<file path="config.mk">
export PLATFORM = sky130hd
export DESIGN_NAME = bbr_congestion_mode_control_flat
export DESIGN_NICKNAME = d
export VERILOG_FILES = /design/src/hdl/bbrcmc_pkg.sv /design/src/hdl/bbrcmc_if.sv /design/src/hdl/bbrcmc_cfg_regs.sv /design/src/hdl/bbrcmc_mode_core.sv /design/src/hdl/bbr_congestion_mode_control.sv /design/src/flat_wrapper.sv
export SDC_FILE = /design/constraint.sdc
export NUM_CORES = 2
export LEC_CHECK = 0
export ABC_AREA = 0
export BUFFER_PORTS_ARGS = -buffer_cell sky130_fd_sc_hd__buf_2
export CAP_MARGIN = 40
export CORE_ASPECT_RATIO = 0.75
export CORE_MARGIN = 2
export CORE_UTILIZATION = 56
export CTS_CLUSTER_SIZE = 25
export DETAILED_ROUTE_END_ITERATION = 12
export PLACE_DENSITY = 0.72
export SYNTH_ARGS = -nofsm -noshare
export SYNTH_HDL_FRONTEND = slang
export SYNTH_HIERARCHICAL = 1
export SYNTH_SLANG_ARGS = --single-unit
</file>
<file path="constraint.sdc">
create_clock -name clk_i -period 12.65 [get_ports clk_i]
set_input_delay 0.6325 -clock clk_i [delete_from_list [all_inputs] [get_ports clk_i]]
set_output_delay 0.6325 -clock clk_i [all_outputs]
set_load 0.05 [all_outputs]
</file>
<file path="src/hdl/bbrcmc_pkg.sv">
// Shared types, register map and constants of the BBR mode controller.
// Used by the channel interfaces and every module of the block.
`default_nettype none

package bbrcmc_pkg;

  localparam int unsigned CfgDataW = 32;
  localparam int unsigned CfgIdxW  = 3;
  localparam int unsigned GainW    = 16;
  localparam int unsigned BwW      = 32;
  localparam int unsigned BytesW   = 32;
  localparam int unsigned TimeW    = 48;
  localparam int unsigned ModeW    = 2;
  localparam int unsigned PhaseW   = 3;
  localparam int unsigned StallW   = 2;

  typedef logic [ModeW-1:0] mode_t;

  localparam mode_t MODE_STARTUP   = 2'd0;
  localparam mode_t MODE_DRAIN     = 2'd1;
  localparam mode_t MODE_PROBE_BW  = 2'd2;
  localparam mode_t MODE_PROBE_RTT = 2'd3;

  localparam logic [CfgIdxW-1:0] REG_STARTUP_GAIN     = 3'd0;
  localparam logic [CfgIdxW-1:0] REG_DRAIN_GAIN       = 3'd1;
  localparam logic [CfgIdxW-1:0] REG_GROWTH_THRESHOLD = 3'd2;
  localparam logic [CfgIdxW-1:0] REG_STEADY_GAIN      = 3'd3;
  localparam logic [CfgIdxW-1:0] REG_PROBE_INCREMENT  = 3'd4;
  localparam logic [CfgIdxW-1:0] REG_DRAIN_DECREMENT  = 3'd5;
  localparam logic [CfgIdxW-1:0] REG_NO_PACING_MODE   = 3'd6;
  localparam logic [CfgIdxW-1:0] REG_MIN_CWND_BYTES   = 3'd7;

  localparam logic [GainW-1:0]  STARTUP_GAIN_RST     = 16'd740;
  localparam logic [GainW-1:0]  DRAIN_GAIN_RST       = 16'd89;
  localparam logic [GainW-1:0]  GROWTH_THRESHOLD_RST = 16'd320;
  localparam logic [GainW-1:0]  STEADY_GAIN_RST      = 16'd256;
  localparam logic [GainW-1:0]  PROBE_INCREMENT_RST  = 16'd64;
  localparam logic [GainW-1:0]  DRAIN_DECREMENT_RST  = 16'd64;
  localparam logic [BytesW-1:0] MIN_CWND_BYTES_RST   = 32'd6000;

  localparam logic [PhaseW-1:0] PHASE_HIGH = 3'd0;
  localparam logic [PhaseW-1:0] PHASE_LOW  = 3'd1;

  localparam logic [StallW-1:0] STALL_EXIT       = 2'd3;
  localparam logic [PhaseW-1:0] DRAIN_ROUNDS_MAX = 3'd5;

  // Q16.16 megabits to bytes: times 10^6/8, then drop 16 fraction bits
  localparam logic [16:0]      DRAIN_BYTES_SCALE = 17'd125000;
  localparam logic [TimeW-1:0] PROBE_RTT_MIN_NS  = 48'd200000000;

  typedef struct packed {
    logic [GainW-1:0]  start_gain;
    logic [GainW-1:0]  drain_gain;
    logic [GainW-1:0]  growth_threshold;
    logic [GainW-1:0]  steady_gain;
    logic [GainW-1:0]  probe_increment;
    logic [GainW-1:0]  drain_decrement;
    logic              no_pacing_mode;
    logic [BytesW-1:0] min_cwnd_bytes;
  } cfg_t;

  typedef struct packed {
    logic              bw_valid;
    logic [BwW-1:0]    bw_estimate;
    logic [BwW-1:0]    bdp_mbit;
    logic [TimeW-1:0]  rtt_ns;
    logic [TimeW-1:0]  now_ns;
    logic [BytesW-1:0] inflight_bytes;
    logic              probe_rtt_due;
    logic [PhaseW-1:0] random_phase;
  } in_item_t;

  typedef struct packed {
    mode_t             mode;
    logic [GainW-1:0]  pacing_gain;
    logic [GainW-1:0]  cwnd_gain;
    logic              force_min_cwnd;
    logic [PhaseW-1:0] gain_phase;
  } out_item_t;

endpackage

`default_nettype wire

</file>
<file path="src/hdl/bbrcmc_if.sv">
// Valid/ready channels for round-update events and mode results.
// Depends on bbrcmc_pkg for the payload types.
`default_nettype none

interface bbrcmc_in_if;
  import bbrcmc_pkg::*;

  logic     valid;
  logic     ready;
  in_item_t data;

  modport source (output valid, output data, input ready);
  modport sink (input valid, input data, output ready);
endinterface

interface bbrcmc_out_if;
  import bbrcmc_pkg::*;

  logic      valid;
  logic      ready;
  out_item_t data;

  modport source (output valid, output data, input ready);
  modport sink (input valid, input data, output ready);
endinterface

`default_nettype wire

</file>
<file path="src/hdl/bbrcmc_cfg_regs.sv">
// Configuration register file of the BBR mode controller.
// Depends on bbrcmc_pkg for the register map and reset values.
`default_nettype none

module bbrcmc_cfg_regs (
  input  logic                             clk_i,
  input  logic                             rst_ni,
  input  logic                             we_i,
  input  logic [bbrcmc_pkg::CfgIdxW-1:0]   idx_i,
  input  logic [bbrcmc_pkg::CfgDataW-1:0]  data_i,
  output bbrcmc_pkg::cfg_t                 cfg_o
);
  import bbrcmc_pkg::*;

  cfg_t cfg_q;
  cfg_t cfg_d;

  always_comb begin
    cfg_d = cfg_q;
    if (we_i) begin
      unique case (idx_i)
        REG_STARTUP_GAIN:     cfg_d.start_gain       = data_i[GainW-1:0];
        REG_DRAIN_GAIN:       cfg_d.drain_gain       = data_i[GainW-1:0];
        REG_GROWTH_THRESHOLD: cfg_d.growth_threshold = data_i[GainW-1:0];
        REG_STEADY_GAIN:      cfg_d.steady_gain      = data_i[GainW-1:0];
        REG_PROBE_INCREMENT:  cfg_d.probe_increment  = data_i[GainW-1:0];
        REG_DRAIN_DECREMENT:  cfg_d.drain_decrement  = data_i[GainW-1:0];
        REG_NO_PACING_MODE:   cfg_d.no_pacing_mode   = data_i[0];
        REG_MIN_CWND_BYTES:   cfg_d.min_cwnd_bytes   = data_i[BytesW-1:0];
        default:              cfg_d = cfg_q;
      endcase
    end
  end

  always_ff @(posedge clk_i or negedge rst_ni) begin
    if (!rst_ni) begin
      cfg_q.start_gain       <= STARTUP_GAIN_RST;
      cfg_q.drain_gain       <= DRAIN_GAIN_RST;
      cfg_q.growth_threshold <= GROWTH_THRESHOLD_RST;
      cfg_q.steady_gain      <= STEADY_GAIN_RST;
      cfg_q.probe_increment  <= PROBE_INCREMENT_RST;
      cfg_q.drain_decrement  <= DRAIN_DECREMENT_RST;
      cfg_q.no_pacing_mode   <= 1'b0;
      cfg_q.min_cwnd_bytes   <= MIN_CWND_BYTES_RST;
    end else begin
      cfg_q <= cfg_d;
    end
  end

  assign cfg_o = cfg_q;

endmodule

`default_nettype wire

</file>
<file path="src/hdl/bbrcmc_mode_core.sv">
// Mode state and one-pass round update of the BBR mode controller.
// Depends on bbrcmc_pkg; driven from the input stage of the top level.
`default_nettype none

module bbrcmc_mode_core (
  input  logic                  clk_i,
  input  logic                  rst_ni,
  input  bbrcmc_pkg::cfg_t      cfg_i,
  input  bbrcmc_pkg::in_item_t  item_i,
  input  logic                  step_i,
  output bbrcmc_pkg::out_item_t result_o
);
  import bbrcmc_pkg::*;

  mode_t             mode_q, mode_d;
  logic [BwW-1:0]    full_bw_q, full_bw_d;
  logic [StallW-1:0] stall_q, stall_d;
  logic [BytesW-1:0] limit_q, limit_d;
  logic [PhaseW-1:0] drain_rounds_q, drain_rounds_d;
  logic [PhaseW-1:0] phase_q, phase_d;
  logic [TimeW-1:0]  rtt_end_q, rtt_end_d;
  logic [GainW-1:0]  pacing_q, pacing_d;
  logic [GainW-1:0]  cwnd_q, cwnd_d;
  logic              force_min;

  logic [BwW+7:0]       grow_lhs;
  logic [BwW+GainW-1:0] grow_rhs;
  logic [BwW+16:0]      drain_prod;
  logic [BytesW-1:0]    drain_bytes;
  logic [TimeW-1:0]     hold_ns;
  logic [TimeW:0]       end_sum;
  logic [TimeW-1:0]     end_sat;
  logic [PhaseW-1:0]    entry_phase;
  logic [GainW:0]       high_sum;
  logic [GainW-1:0]     gain_high;
  logic [GainW-1:0]     low_dec;
  logic [GainW-1:0]     gain_low;
  logic [GainW-1:0]     gain_double;
  logic [GainW-1:0]     entry_pacing;
  logic [GainW-1:0]     cycle_pacing;
  logic [StallW-1:0]    stall_inc;
  logic [PhaseW-1:0]    drain_rounds_inc;

  always_comb begin
    grow_lhs    = {item_i.bw_estimate, 8'd0};
    grow_rhs    = full_bw_q * cfg_i.growth_threshold;
    drain_prod  = item_i.bdp_mbit * DRAIN_BYTES_SCALE;
    drain_bytes = drain_prod[BwW+16] ? {BytesW{1'b1}} : drain_prod[BwW+15:16];

    hold_ns = (item_i.rtt_ns > PROBE_RTT_MIN_NS) ? item_i.rtt_ns : PROBE_RTT_MIN_NS;
    end_sum = {1'b0, item_i.now_ns} + {1'b0, hold_ns};
    end_sat = end_sum[TimeW] ? {TimeW{1'b1}} : end_sum[TimeW-1:0];

    high_sum    = {1'b0, cfg_i.steady_gain} + {1'b0, cfg_i.probe_increment};
    gain_high   = high_sum[GainW] ? {GainW{1'b1}} : high_sum[GainW-1:0];
    low_dec     = cfg_i.no_pacing_mode ? {3'd0, cfg_i.drain_decrement[GainW-1:3]}
                                       : cfg_i.drain_decrement;
    gain_low    = (cfg_i.steady_gain > low_dec) ? (cfg_i.steady_gain - low_dec) : '0;
    gain_double = cfg_i.steady_gain[GainW-1] ? {GainW{1'b1}}
                                             : {cfg_i.steady_gain[GainW-2:0], 1'b0};

    entry_phase  = (item_i.random_phase == PHASE_LOW) ? 3'd2 : item_i.random_phase;
    entry_pacing = (entry_phase == PHASE_HIGH) ? gain_high : cfg_i.steady_gain;

    unique case (phase_q)
      PHASE_HIGH: cycle_pacing = gain_high;
      PHASE_LOW:  cycle_pacing = gain_low;
      default:    cycle_pacing = cfg_i.steady_gain;
    endcase

    stall_inc        = (stall_q == STALL_EXIT) ? stall_q : stall_q + 2'd1;
    drain_rounds_inc = drain_rounds_q + 3'd1;
  end

  always_comb begin
    mode_d         = mode_q;
    full_bw_d      = full_bw_q;
    stall_d        = stall_q;
    limit_d        = limit_q;
    drain_rounds_d = drain_rounds_q;
    phase_d        = phase_q;
    rtt_end_d      = rtt_end_q;
    pacing_d       = pacing_q;
    cwnd_d         = cwnd_q;
    force_min      = 1'b0;

    if (item_i.probe_rtt_due) begin
      // the fresh end time is never behind now, so no exit in this round
      mode_d    = MODE_PROBE_RTT;
      pacing_d  = cfg_i.steady_gain;
      cwnd_d    = cfg_i.steady_gain;
      rtt_end_d = end_sat;
      force_min = 1'b1;
    end else begin
      unique case (mode_q)
        MODE_STARTUP: begin
          if (item_i.bw_valid) begin
            if ({8'd0, grow_lhs} > grow_rhs) begin
              full_bw_d = item_i.bw_estimate;
              stall_d   = '0;
            end else begin
              stall_d = stall_inc;
              if (stall_inc == STALL_EXIT) begin
                mode_d         = MODE_DRAIN;
                pacing_d       = cfg_i.drain_gain;
                cwnd_d         = cfg_i.no_pacing_mode ? cfg_i.drain_gain
                                                      : cfg_i.start_gain;
                limit_d        = drain_bytes;
                drain_rounds_d = '0;
              end
            end
          end
        end
        MODE_DRAIN: begin
          drain_rounds_d = drain_rounds_inc;
          if (item_i.inflight_bytes < limit_q ||
              drain_rounds_inc == DRAIN_ROUNDS_MAX) begin
            mode_d   = MODE_PROBE_BW;
            phase_d  = entry_phase;
            pacing_d = entry_pacing;
            cwnd_d   = cfg_i.no_pacing_mode ? entry_pacing : gain_double;
          end
        end
        MODE_PROBE_BW: begin
          pacing_d = cycle_pacing;
          cwnd_d   = cfg_i.no_pacing_mode ? cycle_pacing : gain_double;
          phase_d  = phase_q + 3'd1;
        end
        MODE_PROBE_RTT: begin
          force_min = 1'b1;
          if (item_i.now_ns > rtt_end_q) begin
            mode_d   = MODE_PROBE_BW;
            phase_d  = entry_phase;
            pacing_d = entry_pacing;
            cwnd_d   = cfg_i.no_pacing_mode ? entry_pacing : gain_double;
          end
        end
        default: mode_d = mode_q;
      endcase
    end
  end

  always_ff @(posedge clk_i or negedge rst_ni) begin
    if (!rst_ni) begin
      mode_q         <= MODE_STARTUP;
      full_bw_q      <= '0;
      stall_q        <= '0;
      limit_q        <= '0;
      drain_rounds_q <= '0;
      phase_q        <= '0;
      rtt_end_q      <= '0;
      pacing_q       <= STARTUP_GAIN_RST;
      cwnd_q         <= STARTUP_GAIN_RST;
    end else if (step_i) begin
      mode_q         <= mode_d;
      full_bw_q      <= full_bw_d;
      stall_q        <= stall_d;
      limit_q        <= limit_d;
      drain_rounds_q <= drain_rounds_d;
      phase_q        <= phase_d;
      rtt_end_q      <= rtt_end_d;
      pacing_q       <= pacing_d;
      cwnd_q         <= cwnd_d;
    end
  end

  always_comb begin
    result_o.mode           = mode_d;
    result_o.pacing_gain    = pacing_d;
    result_o.cwnd_gain      = cwnd_d;
    result_o.force_min_cwnd = force_min;
    result_o.gain_phase     = phase_d;
  end

endmodule

`default_nettype wire

</file>
<file path="src/hdl/bbr_congestion_mode_control.sv">
// BBR congestion mode controller: one mode/gain result per round-update event.
// Path: each event passes the input register, then the mode update, then the result register.
// Throughput: one event per cycle unless out_ch stalls; the mode update is a single pass.
// Reset: mode STARTUP, counters and limits zero, gains and config at their defaults.
// Depends on bbrcmc_pkg, bbrcmc_if, bbrcmc_cfg_regs and bbrcmc_mode_core.
`default_nettype none

module bbr_congestion_mode_control (
  input  logic                            clk_i,
  input  logic                            rst_ni,
  input  logic                            cfg_we_i,
  input  logic [bbrcmc_pkg::CfgIdxW-1:0]  cfg_idx_i,
  input  logic [bbrcmc_pkg::CfgDataW-1:0] cfg_data_i,
  bbrcmc_in_if.sink                       in_ch,
  bbrcmc_out_if.source                    out_ch
);
  import bbrcmc_pkg::*;

  cfg_t      cfg;
  in_item_t  s1_item_q;
  logic      s1_valid_q;
  out_item_t core_result;
  out_item_t out_item_q;
  logic      out_valid_q;
  logic      s2_free;
  logic      s1_adv;
  logic      in_fire;

  bbrcmc_cfg_regs u_cfg_regs (
    .clk_i  (clk_i),
    .rst_ni (rst_ni),
    .we_i   (cfg_we_i),
    .idx_i  (cfg_idx_i),
    .data_i (cfg_data_i),
    .cfg_o  (cfg)
  );

  bbrcmc_mode_core u_mode_core (
    .clk_i    (clk_i),
    .rst_ni   (rst_ni),
    .cfg_i    (cfg),
    .item_i   (s1_item_q),
    .step_i   (s1_adv),
    .result_o (core_result)
  );

  assign s2_free     = !out_valid_q || out_ch.ready;
  assign s1_adv      = s1_valid_q && s2_free;
  assign in_ch.ready = !s1_valid_q || s2_free;
  assign in_fire     = in_ch.valid && in_ch.ready;

  always_ff @(posedge clk_i or negedge rst_ni) begin
    if (!rst_ni) begin
      s1_valid_q  <= 1'b0;
      out_valid_q <= 1'b0;
    end else begin
      s1_valid_q  <= in_fire || (s1_valid_q && !s1_adv);
      out_valid_q <= s1_adv || (out_valid_q && !out_ch.ready);
    end
  end

  always_ff @(posedge clk_i) begin
    if (in_fire) begin
      s1_item_q <= in_ch.data;
    end
    if (s1_adv) begin
      out_item_q <= core_result;
    end
  end

  assign out_ch.valid = out_valid_q;
  assign out_ch.data  = out_item_q;

  a_force_mode: assert property (@(posedge clk_i) disable iff (!rst_ni)
    out_valid_q && out_item_q.force_min_cwnd |->
      out_item_q.mode == MODE_PROBE_RTT || out_item_q.mode == MODE_PROBE_BW)
    else $error("force_min_cwnd outside probe modes");

  a_rtt_forces: assert property (@(posedge clk_i) disable iff (!rst_ni)
    out_valid_q && out_item_q.mode == MODE_PROBE_RTT |-> out_item_q.force_min_cwnd)
    else $error("probe RTT result without force_min_cwnd");

  a_startup_gains: assert property (@(posedge clk_i) disable iff (!rst_ni)
    out_valid_q && out_item_q.mode == MODE_STARTUP |->
      out_item_q.pacing_gain == out_item_q.cwnd_gain)
    else $error("startup gains differ");

  a_s1_hold: assert property (@(posedge clk_i) disable iff (!rst_ni)
    s1_valid_q && !s2_free |=> s1_valid_q && $stable(s1_item_q))
    else $error("input stage lost a stalled event");

endmodule

`default_nettype wire

</file>
<file path="src/flat_wrapper.sv">
// flat-port wrapper written by rule: the top's interface ports become plain ports
module bbr_congestion_mode_control_flat import bbrcmc_pkg::*;
  (clk_i, rst_ni, cfg_we_i, cfg_idx_i, cfg_data_i, in_ch_valid, in_ch_data, in_ch_ready, out_ch_valid, out_ch_data, out_ch_ready);
  bbrcmc_in_if in_ch_i ();
  bbrcmc_out_if out_ch_i ();
  input  logic clk_i;
  input  logic rst_ni;
  input  logic cfg_we_i;
  input  logic [bbrcmc_pkg::CfgIdxW-1:0] cfg_idx_i;
  input  logic [bbrcmc_pkg::CfgDataW-1:0] cfg_data_i;
  input wire logic [$bits(in_ch_i.valid)-1:0] in_ch_valid;
  input wire logic [$bits(in_ch_i.data)-1:0] in_ch_data;
  output wire logic [$bits(in_ch_i.ready)-1:0] in_ch_ready;
  output wire logic [$bits(out_ch_i.valid)-1:0] out_ch_valid;
  output wire logic [$bits(out_ch_i.data)-1:0] out_ch_data;
  input wire logic [$bits(out_ch_i.ready)-1:0] out_ch_ready;
  assign in_ch_i.valid = in_ch_valid;
  assign in_ch_i.data = in_ch_data;
  assign in_ch_ready = in_ch_i.ready;
  assign out_ch_valid = out_ch_i.valid;
  assign out_ch_data = out_ch_i.data;
  assign out_ch_i.ready = out_ch_ready;
  bbr_congestion_mode_control u_core (.clk_i(clk_i), .rst_ni(rst_ni), .cfg_we_i(cfg_we_i), .cfg_idx_i(cfg_idx_i), .cfg_data_i(cfg_data_i), .in_ch(in_ch_i), .out_ch(out_ch_i));
endmodule
</file>
==> impl_metrics.csv <==
group,metric,value,unit
power,p_leak,25.09,nW
global_route,grt_pass1_wl,211.8,mm
routing,via_count,36940,
final_layout,syn_to_final_growth,8.470,%
worst_setup_path,critical_path.slowest_cell,"dfstp_2",
min_path,min_path_type,"input pin to async pin",
power,power_frac_comb,53.5,%
worst_setup_path,r2r_slack,1120,ps
worst_setup_path,startpoint_type,"flip-flop",
worst_setup_path,cp-end-kind,"flip-flop",
clock_tree,clk_pin_slew,70,ps
global_route,met1_usage,44.41,%
floorplan,die_area,0.09103,mm^2
worst_setup_path,endpoint,"u_core/u_mode_core/full_bw_q[23]",
worst_setup_path,crit_top_cell,"fa_1",
run_status,outcome,"complete, no violations",
routing,routed_via_density,5.884,
routing,ant_nets,0,
placed_design,postPlaceCellArea,0.05198,mm^2
worst_setup_path,cpPeakStageDelay,1100,ps
global_route,busiest_layer,"met1",
logic_synthesis,postSynthCellCount,4928,
logic_synthesis,syn_area,0.04962,mm^2
global_route,grt_pass1_vias,37650,
worst_setup_path,critical_path_class,"flip-flop to flip-flop",
worst_setup_path,r2r_start,"u_core/u_cfg_regs/cfg_o[89]",
clock_tree,ctsHoldBuffers,0,
sta,slew_violations,0,
sta,worstMarginPinSlew,956.2,ps
sta,worst_slack,1117,ps
clock_tree,h-tree-depth,2,
sta,finalSetupTns,0,ps
worst_setup_path,worst_ep_required_time,13160,ps
placed_design,dpl.hpwl,102.2,mm
placed_design,port-buffer-count,260,
placed_design,place_congestion,0.9669,
global_route,grt_use_met2,44.39,%
logic_synthesis,yosysWarnings,6,
clock_tree,clock-sinks,488,
placed_design,pre_cts_ws,1448,ps
sta,post-route-period-util,91.17,%
floorplan,ioPinCount,277,
worst_setup_path,worstReg2RegEnd,"u_core/u_mode_core/full_bw_q[23]",
clock_tree,clk_latency,650,ps
clock_tree,cts_resized,0,
power,pwr_density_cell,152.6,mW/mm^2
clock_tree,cts_tree,"done",
power,ir_worst_vdd,0.0001750,V
sta,final.min_clock_period,11530,ps
power,p_int,4.684,mW
global_route,grt_max_degree,95,
routing,drt_wl_total,132.2,mm
global_route,grt_usage,29.70,%
power,p_sw_share,42.96,%
floorplan,core_area,0.08774,mm^2
routing,wl_per_cell,21.05,um
routing,dr.first_iter.drc_count,3189,
global_route,antenna_found_initial,5,
power,seq_power_share,26.6,%
run,cap_violations,0,
routing,first_pass_iters,5,
floorplan,dieWidth,347.7,um
final_layout,fin_area,0.05382,mm^2
clock_tree,cts-buffers-inserted,53,
sta,relSlewSlack,35.96,%
clock_tree,cts-root-buf,"clkbuf_16",
worst_setup_path,worstSetupStartpoint,"u_core/u_cfg_regs/cfg_o[89]",
clock_tree,postCtsSetupBuffers,0,
final_layout,drive_gt1_share,12.67,%
clock_tree,clock_path_buffers,3,
final_layout,final_nets,6336,
global_route,grtUsageMet3,6.653,%
floorplan,die_y,261.8,um
worst_setup_path,reg2reg_depth,34,
sta,setup_viol_count_final,0,
worst_setup_path,critPathMaxFanout,33,
sta,fin_skew,28.35,ps
floorplan,start_util,56.56,%
final_layout,n_fill_cell,7294,
sta,rsz0062_at_grt,"false",
worst_setup_path,cp.arrival,12040,ps
sta,finalHoldViolCount,0,
logic_synthesis,synth.net_count,6187,
power,p_clk_share,19.9,%
global_route,grt.overflow.total,0,
routing,drc_errors,0,
power,power.switching,3.528,mW
logic_synthesis,avgSynthCellArea,10.07,um^2
floorplan,row_count,94,
sta,fmax,86.71,MHz
worst max-delay path, delay by kind of cell, from the launching register on:
kind | cells | cell delay [ps]
xor+xnor | 1 | 260
simple gates | 9 | 2410
mux | 1 | 370
compound gates | 9 | 2780
fa+ha+maj | 8 | 3770
buf+inv | 6 | 660
flops | 1 | 1100
cells in the final DEF, fill, tap and decap left out, types with 174 or more instances in the layout:
cell type and instances:
dfrtp_1 228, inv_1 753, a21oi_1 205, and2_1 190, buf_2 259, nor2_1 174
nand2_1 529, fa_1 555, edfxtp_1 235, ha_1 467
how the worst min path moves through the flow:
stage          cells after the start                         start  slack, ps                      endpoint
2_1_floorplan                      0                        rst_ni        340           u_core/out_ch.valid
3_3_place_gp                       2  u_core/u_mode_core/cwnd_q[5]        460  u_core/u_mode_core/cwnd_q[5]
3_5_place_dp                       2  u_core/u_mode_core/cwnd_q[6]        480  u_core/u_mode_core/cwnd_q[6]
4_1_cts                            1                        rst_ni         50   u_core/u_cfg_regs/cfg_o[62]
5_1_grt                            1                        rst_ni         90   u_core/u_cfg_regs/cfg_o[59]
6_report                           1                        rst_ni         30   u_core/u_cfg_regs/cfg_o[79]
layer usage:
layer / share of wire, % / vias to the layer above / wire length, um
li1: - / 16910 / -
met1: 46 / 18320 / 60320
met2: 43 / 1508 / 56520
met3: 9.5 / 186 / 12530
met4: 2.1 / 8 / 2735
met5: 0.044 / - / 58
layout make-up:
| type | instances | area (um^2) | share of cell area [%] |
|---|---|---|---|
| clock buffers | 79 | 1568 | 2.913 |
| multi-input cells | 3462 | 32440 | 60.28 |
| diodes | 4 | 10.01 | 0.01860 |
| well taps | 1152 | 1441 | 2.678 |
| repair buffers | 316 | 1852 | 3.440 |
| inverters | 756 | 2838 | 5.272 |
| flip-flops and latches | 488 | 13420 | 24.93 |
| clock inverters | 21 | 252.7 | 0.4696 |
power groups by stage:
stage	registers (mW)	clock network, mW	logic (mW)
final	2.18	1.64	4.39
after global routing	2.21	1.74	4.91
after CTS	2.18	1.67	4.33
after detailed placement	2.21	0	4.29
after global placement	2.20	0	4.20
after floorplan	2.17	0	3.26
flip-flops by register name (all words and copies together) (netlist names):
| name | flops |
|---|---|
| u_core/s1_item_q | 197 |
| u_core/u_mode_core/limit_q | 32 |
| u_core/u_cfg_regs/cfg_o | 97 |
| u_core/u_mode_core/full_bw_q | 32 |
| u_core/u_mode_core/stall_q | 2 |
| u_core/u_mode_core/phase_q | 3 |
| u_core/u_mode_core/pacing_q | 16 |
| u_core/u_mode_core/cwnd_q | 16 |
| u_core/out_ch.data | 38 |
| u_core/out_ch.valid | 1 |
| u_core/u_mode_core/rtt_end_q | 48 |
| u_core/s1_valid_q | 1 |
| u_core/u_mode_core/drain_rounds_q | 3 |
| u_core/u_mode_core/mode_q | 2 |
stage by stage:
step	power, mW	util (%)	instances	hold slack (ps)
2_1_floorplan	5.430	-	4928	336.9
3_3_place_gp	6.403	59.05	6164	461.8
5_1_grt	8.858	61.33	6274	89.20
4_1_cts	8.186	61.32	6273	47.87
3_5_place_dp	6.495	59.24	6173	479.4
6_report	8.212	61.35	6278	32.91
Power figures use the tool's default switching activity.
